**config.mk**
```make
export PLATFORM = sky130hd
export DESIGN_NAME = c_identifier_extractor
export DESIGN_NICKNAME = d
export VERILOG_FILES = /design/src/hdl/cie_pkg.sv /design/src/hdl/cie_drain.sv /design/src/hdl/c_identifier_extractor.sv
export SDC_FILE = /design/constraint.sdc
export NUM_CORES = 1
export LEC_CHECK = 0
export ABC_AREA = 0
export BUFFER_PORTS_ARGS = -buffer_cell sky130_fd_sc_hd__buf_2
export CAP_MARGIN = 20
export CORE_ASPECT_RATIO = 1.4
export CORE_MARGIN = 5
export CORE_UTILIZATION = 56
export CTS_CLUSTER_SIZE = 12
export DETAILED_ROUTE_END_ITERATION = 8
export PLACE_DENSITY = 0.76
export SYNTH_ARGS = -nofsm -noshare
export SYNTH_HDL_FRONTEND = slang
export SYNTH_HIERARCHICAL = 1
export SYNTH_SLANG_ARGS = --single-unit
export TNS_END_PERCENT = 5
```
**constraint.sdc**
```tcl
create_clock -name clock -period 3.48 [get_ports clock]
set_input_delay 0.522 -clock clock [delete_from_list [all_inputs] [get_ports clock]]
set_output_delay 0.522 -clock clock [all_outputs]
set_load 0.05 [all_outputs]
```
**src/hdl/cie_pkg.sv**
```systemverilog
// ----------------------------------------------------------------------------
// cie_pkg
// Constants, types and character classes for the identifier extractor.
// ----------------------------------------------------------------------------
`timescale 1ns / 1ps
`default_nettype none

package cie_pkg;

   localparam int ID_BUFFER_BYTES = 31;
   localparam int ID_CAPACITY     = ID_BUFFER_BYTES - 1;
   localparam int ID_ADDR_W       = (ID_CAPACITY > 1) ? $clog2(ID_CAPACITY) : 1;
   localparam int ID_LEN_W        = $clog2(ID_CAPACITY + 1);

   localparam logic [7:0] CH_SLASH      = 8'h2F;
   localparam logic [7:0] CH_STAR       = 8'h2A;
   localparam logic [7:0] CH_QUOTE      = 8'h22;
   localparam logic [7:0] CH_UNDERSCORE = 8'h5F;

   typedef logic [ID_ADDR_W-1:0] addr_type;
   typedef logic [ID_LEN_W-1:0]  len_type;

   typedef struct packed {
      logic       en;
      addr_type   addr;
      logic [7:0] data;
   } store_wr_type;

   typedef struct packed {
      logic     start;
      addr_type last_idx;
      logic     trunc;
   } flush_type;

   function automatic logic is_letter(input logic [7:0] c);
      return (c >= 8'h41 && c <= 8'h5A) || (c >= 8'h61 && c <= 8'h7A)
             || c == CH_UNDERSCORE;
   endfunction

   function automatic logic is_digit(input logic [7:0] c);
      return c >= 8'h30 && c <= 8'h39;
   endfunction

endpackage

`default_nettype wire

```
**src/hdl/cie_drain.sv**
```systemverilog
// ----------------------------------------------------------------------------
// cie_drain
// Identifier store and the sequencer that reads a flushed identifier out,
// one character per word, into the result register.
// ----------------------------------------------------------------------------
`timescale 1ns / 1ps
`default_nettype none

module cie_drain (
   input  wire logic                  clock,
   input  wire logic                  reset,
   input  wire cie_pkg::store_wr_type wr,
   input  wire cie_pkg::flush_type    flush,
   output logic                       busy,
   output logic                       rsp_valid,
   input  wire logic                  rsp_ready,
   output logic [7:0]                 rsp_id_char,
   output logic                       rsp_id_last,
   output logic                       rsp_id_truncated
);
   import cie_pkg::*;

   logic [7:0] store_mem [ID_CAPACITY];

   logic       active_ff;
   addr_type   cnt_ff;
   addr_type   last_idx_ff;
   logic       trunc_ff;
   logic       rsp_valid_ff;
   logic [7:0] rd_data_ff;
   logic       rsp_last_ff;
   logic       rsp_trunc_ff;
   logic       fire;

   assign fire = active_ff && (!rsp_valid_ff || rsp_ready);

   always_ff @(posedge clock) begin
      if (wr.en) begin
         store_mem[wr.addr] <= wr.data;
      end
      if (fire) begin
         rd_data_ff   <= store_mem[cnt_ff];
         rsp_last_ff  <= (cnt_ff == last_idx_ff);
         rsp_trunc_ff <= trunc_ff;
      end
   end

   always_ff @(posedge clock) begin
      if (reset) begin
         active_ff    <= 1'b0;
         cnt_ff       <= '0;
         last_idx_ff  <= '0;
         trunc_ff     <= 1'b0;
         rsp_valid_ff <= 1'b0;
      end else begin
         if (flush.start && !active_ff) begin
            active_ff   <= 1'b1;
            cnt_ff      <= '0;
            last_idx_ff <= flush.last_idx;
            trunc_ff    <= flush.trunc;
         end else if (fire) begin
            cnt_ff <= cnt_ff + addr_type'(1);
            if (cnt_ff == last_idx_ff) begin
               active_ff <= 1'b0;
            end
         end
         if (fire) begin
            rsp_valid_ff <= 1'b1;
         end else if (rsp_ready) begin
            rsp_valid_ff <= 1'b0;
         end
      end
   end

   assign busy             = active_ff;
   assign rsp_valid        = rsp_valid_ff;
   assign rsp_id_char      = rd_data_ff;
   assign rsp_id_last      = rsp_last_ff;
   assign rsp_id_truncated = rsp_trunc_ff;

endmodule

`default_nettype wire

```
**src/hdl/c_identifier_extractor.sv**
```systemverilog
// Output: a separating byte flushes its identifier; the flush sets the drain active, and the
//   first character word is then registered out, followed by one word per cycle unless rsp_ready stalls.
// Throughput: one byte per cycle while scanning; input stalls while an identifier is
//   read out from the store, including while output back-pressure holds the read-out.
// Reset: modes, length, overflow and output valid clear; store holds stale data.
// ----------------------------------------------------------------------------
// c_identifier_extractor
// Scans source bytes, tracks comment and string modes and builds identifiers.
// ----------------------------------------------------------------------------
`timescale 1ns / 1ps
`default_nettype none

module c_identifier_extractor (
   input  wire logic       clock,
   input  wire logic       reset,
   input  wire logic       req_valid,
   output logic            req_ready,
   input  wire logic [7:0] req_ch,
   input  wire logic [7:0] req_next_ch,
   input  wire logic       req_line_start,
   output logic            rsp_valid,
   input  wire logic       rsp_ready,
   output logic [7:0]      rsp_id_char,
   output logic            rsp_id_last,
   output logic            rsp_id_truncated
);
   import cie_pkg::*;

   logic    line_ff, block_ff, string_ff, ovf_ff;
   len_type len_ff;
   logic    line_in, block_in, string_in, ovf_in;
   len_type len_in;
   logic    lc, any_mode, letter, digit, accept, busy;
   store_wr_type wr;
   flush_type    flush;

   assign req_ready = !busy;
   assign accept    = req_valid && req_ready;
   assign letter    = is_letter(req_ch);
   assign digit     = is_digit(req_ch);

   always_comb begin
      lc        = req_line_start ? 1'b0 : line_ff;
      line_in   = lc;
      block_in  = block_ff;
      string_in = string_ff;
      len_in    = len_ff;
      ovf_in    = ovf_ff;
      wr        = '0;
      flush     = '0;
      wr.addr   = len_ff[ID_ADDR_W-1:0];
      wr.data   = req_ch;
      flush.last_idx = addr_type'(len_ff - len_type'(1));
      flush.trunc    = ovf_ff;

      if (!lc && !block_ff && !string_ff) begin
         if (req_ch == CH_SLASH) begin
            if (req_next_ch == CH_SLASH) begin
               line_in = 1'b1;
            end else if (req_next_ch == CH_STAR) begin
               block_in = 1'b1;
            end
         end else if (req_ch == CH_QUOTE) begin
            string_in = 1'b1;
         end
      end else begin
         if (block_ff && req_ch == CH_STAR && req_next_ch == CH_SLASH) begin
            block_in = 1'b0;
         end else if (string_ff && req_ch == CH_QUOTE) begin
            string_in = 1'b0;
         end
      end
      any_mode = line_in || block_in || string_in;

      if (any_mode || (len_ff != '0 && !letter && !digit)) begin
         flush.start = (len_ff != '0);
         len_in      = '0;
         ovf_in      = 1'b0;
      end else if (len_ff == '0) begin
         if (letter) begin
            wr.en  = 1'b1;
            len_in = len_type'(1);
         end
      end else if (len_ff < len_type'(ID_CAPACITY)) begin
         wr.en  = 1'b1;
         len_in = len_ff + len_type'(1);
      end else begin
         ovf_in = 1'b1;
      end

      if (!accept) begin
         wr.en       = 1'b0;
         flush.start = 1'b0;
      end
   end

   always_ff @(posedge clock) begin
      if (reset) begin
         line_ff   <= 1'b0;
         block_ff  <= 1'b0;
         string_ff <= 1'b0;
         len_ff    <= '0;
         ovf_ff    <= 1'b0;
      end else if (accept) begin
         line_ff   <= line_in;
         block_ff  <= block_in;
         string_ff <= string_in;
         len_ff    <= len_in;
         ovf_ff    <= ovf_in;
      end
   end

   cie_drain u_drain (
      .clock            (clock),
      .reset            (reset),
      .wr               (wr),
      .flush            (flush),
      .busy             (busy),
      .rsp_valid        (rsp_valid),
      .rsp_ready        (rsp_ready),
      .rsp_id_char      (rsp_id_char),
      .rsp_id_last      (rsp_id_last),
      .rsp_id_truncated (rsp_id_truncated)
   );

endmodule

`default_nettype wire

```
==> summary.md <==
| Metric | Value |
|---|---|
| Status | `completed` |
| FF+latch area | `7950 um^2` |
| Final setup vio count | `0` |
| Post-synthesis cell type count | `64` |
| Crit. End Element | `register` |
| Number of synthesized flops with an enable pin | `250` |
| Synth area leaders | `edfxtp_1 67%, mux4_2 7.8%, dfxtp_1 3.9%` |
| WL final | `26400 um` |
| Cts hold-fix bufs | `0` |
| DRT Pass-1 Iters | `5` |
| Skew final | `8.52 ps` |
| Antenna violations before repair | `0` |
| Synthesis warning total | `6` |
| Synth Cell Area | `11300 um^2` |
| Post-route DRC | `0` |
| Power share of the combinational group | `4.9%` |
| Worst ir drop on vdd | `322 uV` |
| First-iteration detailed-routing DRC count | `802` |
| Gate Count Post-Synth | `662` |
| Crit Path Max Fanout | `8` |
| Hold slack | `281 ps` |
| CTS tree | `done` |
| Internal power | `5160 uW` |
| Hold Path Stages | `4` |
| Share of post-route cells with drive strength above 1 | `26.1%` |
| # fillers | `1355` |
| Multi-input logic area | `3080 um^2` |
| Area delta synth->final | `13.2%` |
| DR vias | `6544` |
| Fin util | `64.4%` |
| Placed wire-length estimate | `17600 um` |
| WP data required | `3710 ps` |
| Inserted Diodes | `0` |
| Synth top cells by count | `250 x edfxtp_1, 52 x nor2_1, 39 x mux4_2, 26 x nand2_1, 25 x mux2i_1` |
| Tcrit/Tclk final | `89.9%` |
| Core area | `19800 um^2` |
| Max Transition Viols Final | `0` |
| WL/cell | `25.9 um` |
| Number of global-route vias before repair | `6693` |
| Sw frac | `20.6%` |
| Worst reg-to-reg path cell count | `10` |
| Clock Tree Root | `clkbuf_16` |
| Grt ovf | `0` |
| Clk buf depth | `3` |
| Final GP Congestion | `0.865` |
| IO buf count | `32` |
| Setup tns final | `0 ps` |
| Final hold vios | `0` |
| Ys flop type | `edfxtp_1` |
| I/O pins | `33` |
| Worst reg2reg endpoint | `u_drain/store_mem[24][2]$_DFFE_PP_` |
| Worst Setup Start Kind | `register` |
| Reg2reg start | `len_ff[0]$_SDFFE_PP0P_` |
| Post-CTS resize count | `0` |
| Site row count | `61` |
| Worst Path Buf+Inv | `2` |
| R2R Setup Slk | `350 ps` |
| Largest net degree at the start of global routing | `32` |
| First-pass GRT wire length | `40700 um` |
| Clock Sinks | `272` |
| Max incr delay on CP | `640 ps` |
| Syn Nets | `686` |
| FF+latch count, synth | `272` |
| Clock power frac | `39.8%` |
| Worst-margin pin slew | `919 ps` |
| Most common cell in the netlist | `edfxtp_1` |
| Crit path max-delay cell type | `or3b_2` |
| HP Class | `in -> reg` |
| Post-route ant nets | `0` |
| Htree depth | `1` |
| RSZ-0062 raised after global routing | `false` |
| Top cell type's share of synthesized area | `66.5%` |
| GRT Overall Usage | `23.8%` |
| Power density cells | `509 nW/um^2` |
| Largest area contributor in the netlist | `edfxtp_1` |
| Clock latency at the later pin of the worst-skew pair | `520 ps` |
| Inserted Clock Buffers | `26` |
| Syn avg cell area | `17.0 um^2` |
| Seq pwr share | `55.3%` |
| Total Nets Final | `773` |
| Sequential area share after synthesis | `70.4%` |
| Die ar. | `23100 um^2` |
| Hold path start | `req_line_start` |
| Vias per cell | `6.41` |
| Switch Pwr | `1340 uW` |
| F_max | `0.320 GHz` |
| Kind of critical path | `reg -> reg` |
| Chip height | `178 um` |
| Leak Pwr | `0.00406 uW` |
| Ys async rst share | `0%` |
| Max-Cap Viols | `0` |
| Slew headroom | `38.6%` |
| End of the worst hold path | `line_ff$_SDFFE_PP0P_` |
| Horiz. Die Dim | `130 um` |
| Clock-pin slew on the worst setup and hold paths | `60 ps` |
| Final min period | `3130 ps` |
| Crit path DAT | `3360 ps` |
| CP cell instances | `inv_1 -> ha_1 -> nor4b_4 -> a31oi_1 -> o31ai_1 -> nand2_1 -> nor3_1 -> or3b_2 -> nor2_1 -> buf_4` |
| Starting Density | `56.9%` |
| Post CTS Setup Buffer Count | `0` |
| CP delay by family, top | `simple AND/OR/NAND/NOR gates` |
==> sequential cells by signal, indices dropped and copies added (netlist names) <==
| name | flops |
|---|---|
| block_ff | 1 |
| len_ff | 5 |
| line_ff | 1 |
| ovf_ff | 1 |
| string_ff | 1 |
| u_drain/busy | 1 |
| u_drain/cnt_ff | 5 |
| u_drain/last_idx_ff | 5 |
| u_drain/rsp_id_char | 8 |
| u_drain/rsp_id_last | 1 |
| u_drain/rsp_id_truncated | 1 |
| u_drain/rsp_valid | 1 |
| u_drain/store_mem | 240 |
| u_drain/trunc_ff | 1 |
==> how the worst max path moves through the flow <==
stage | start | endpoint | slack (ps) | depth (start not counted)
after floorplan | req_next_ch[6] | u_drain/store_mem[24][0]$_DFFE_PP_ | 130 | 10
after global placement | req_ch[7] | u_drain/store_mem[24][5]$_DFFE_PP_ | 210 | 10
after detailed placement | req_ch[7] | u_drain/store_mem[8][4]$_DFFE_PP_ | 80 | 10
after CTS | len_ff[0]$_SDFFE_PP0P_ | u_drain/store_mem[8][1]$_DFFE_PP_ | 360 | 10
after global routing | len_ff[0]$_SDFFE_PP0P_ | u_drain/store_mem[8][7]$_DFFE_PP_ | 200 | 10
final | len_ff[0]$_SDFFE_PP0P_ | u_drain/store_mem[24][2]$_DFFE_PP_ | 350 | 10
==> stage by stage <==
step / total power (uW) / instances / setup slack [ps] / area, um^2
finish: 6500 / 1021 / 353 / 12800
global placement: 3970 / 973 / 215 / 12000
floorplan: 3840 / 662 / 127 / 11300
global route: 6720 / 1021 / 200 / 12800
detailed placement: 3980 / 973 / 82.9 / 12000
CTS: 6540 / 1021 / 361 / 12800
==> layout by cell type, fill, tap and decap left out, types with 6 or more instances in the layout <==
cell,Yosys,layout
a22oi_1,11,11
mux2i_1,25,25
clkbuf_16,0,27
mux4_2,39,39
clkbuf_1,9,20
dfxtp_1,22,20
nor2_1,52,52
o211ai_1,9,9
a21oi_1,18,18
o21ai_0,7,7
nand2_1,26,26
a31oi_1,8,8
edfxtp_1,250,250
buf_2,9,32
nor3_1,9,9
a211oi_1,6,6
mux2_2,21,21
inv_1,9,9
nor2b_1,8,8
xor2_1,8,8
buf_4,11,61
nand2b_1,7,7
nand3_1,15,15
==> final cells by class <==
cell class                 instances  share of cell area, %
clock buffer                      48                   5.98
inverter                           9                  0.264
multi-input combinational        346                   24.1
sequential                       272                   62.2
tap                              252                   2.47
timing repair buffer              94                   4.99
==> power by group through the flow <==
stage          registers [uW]  clock network, uW  logic [uW]
3_3_place_gp             3660                  0         306
2_1_floorplan            3680                  0         163
3_5_place_dp             3670                  0         316
6_report                 3600               2590         319
4_1_cts                  3600               2620         318
5_1_grt                  3600               2780         343
==> layer usage <==
metal | wire length [um] | track usage, % | vias up | share of wire, %
li1 | - | - | 2807 | -
met1 | 9350 | 30.8 | 3287 | 35
met2 | 13500 | 39.7 | 374 | 51
met3 | 2260 | 4.10 | 76 | 8.5
met4 | 1330 | 10.8 | 0 | 5.0
met5 | 0 | 0 | - | 0
==> cell families (layout without fill, tap and decap cells) <==
group                    Yosys count  count (layout)  share of synthesized area, %
AO/OA/AOI/OAI                     87              87                          5.88
buffers and inverters             44             151                          2.33
flip-flops                       272             272                          70.4
XOR/XNOR                          12              12                         0.931
adder cells (fa/ha/maj)            3               3                         0.333
AND/OR/NAND/NOR                  157             157                          7.55
multiplexers                      87              87                          12.6
==> tightest hold or removal path, stage by stage <==
cell and delay [ps]:
buf_2 80, nand2_1 40, nand2_1 50, a21oi_1 50
Note: power is estimated with default switching activity, not from simulation.
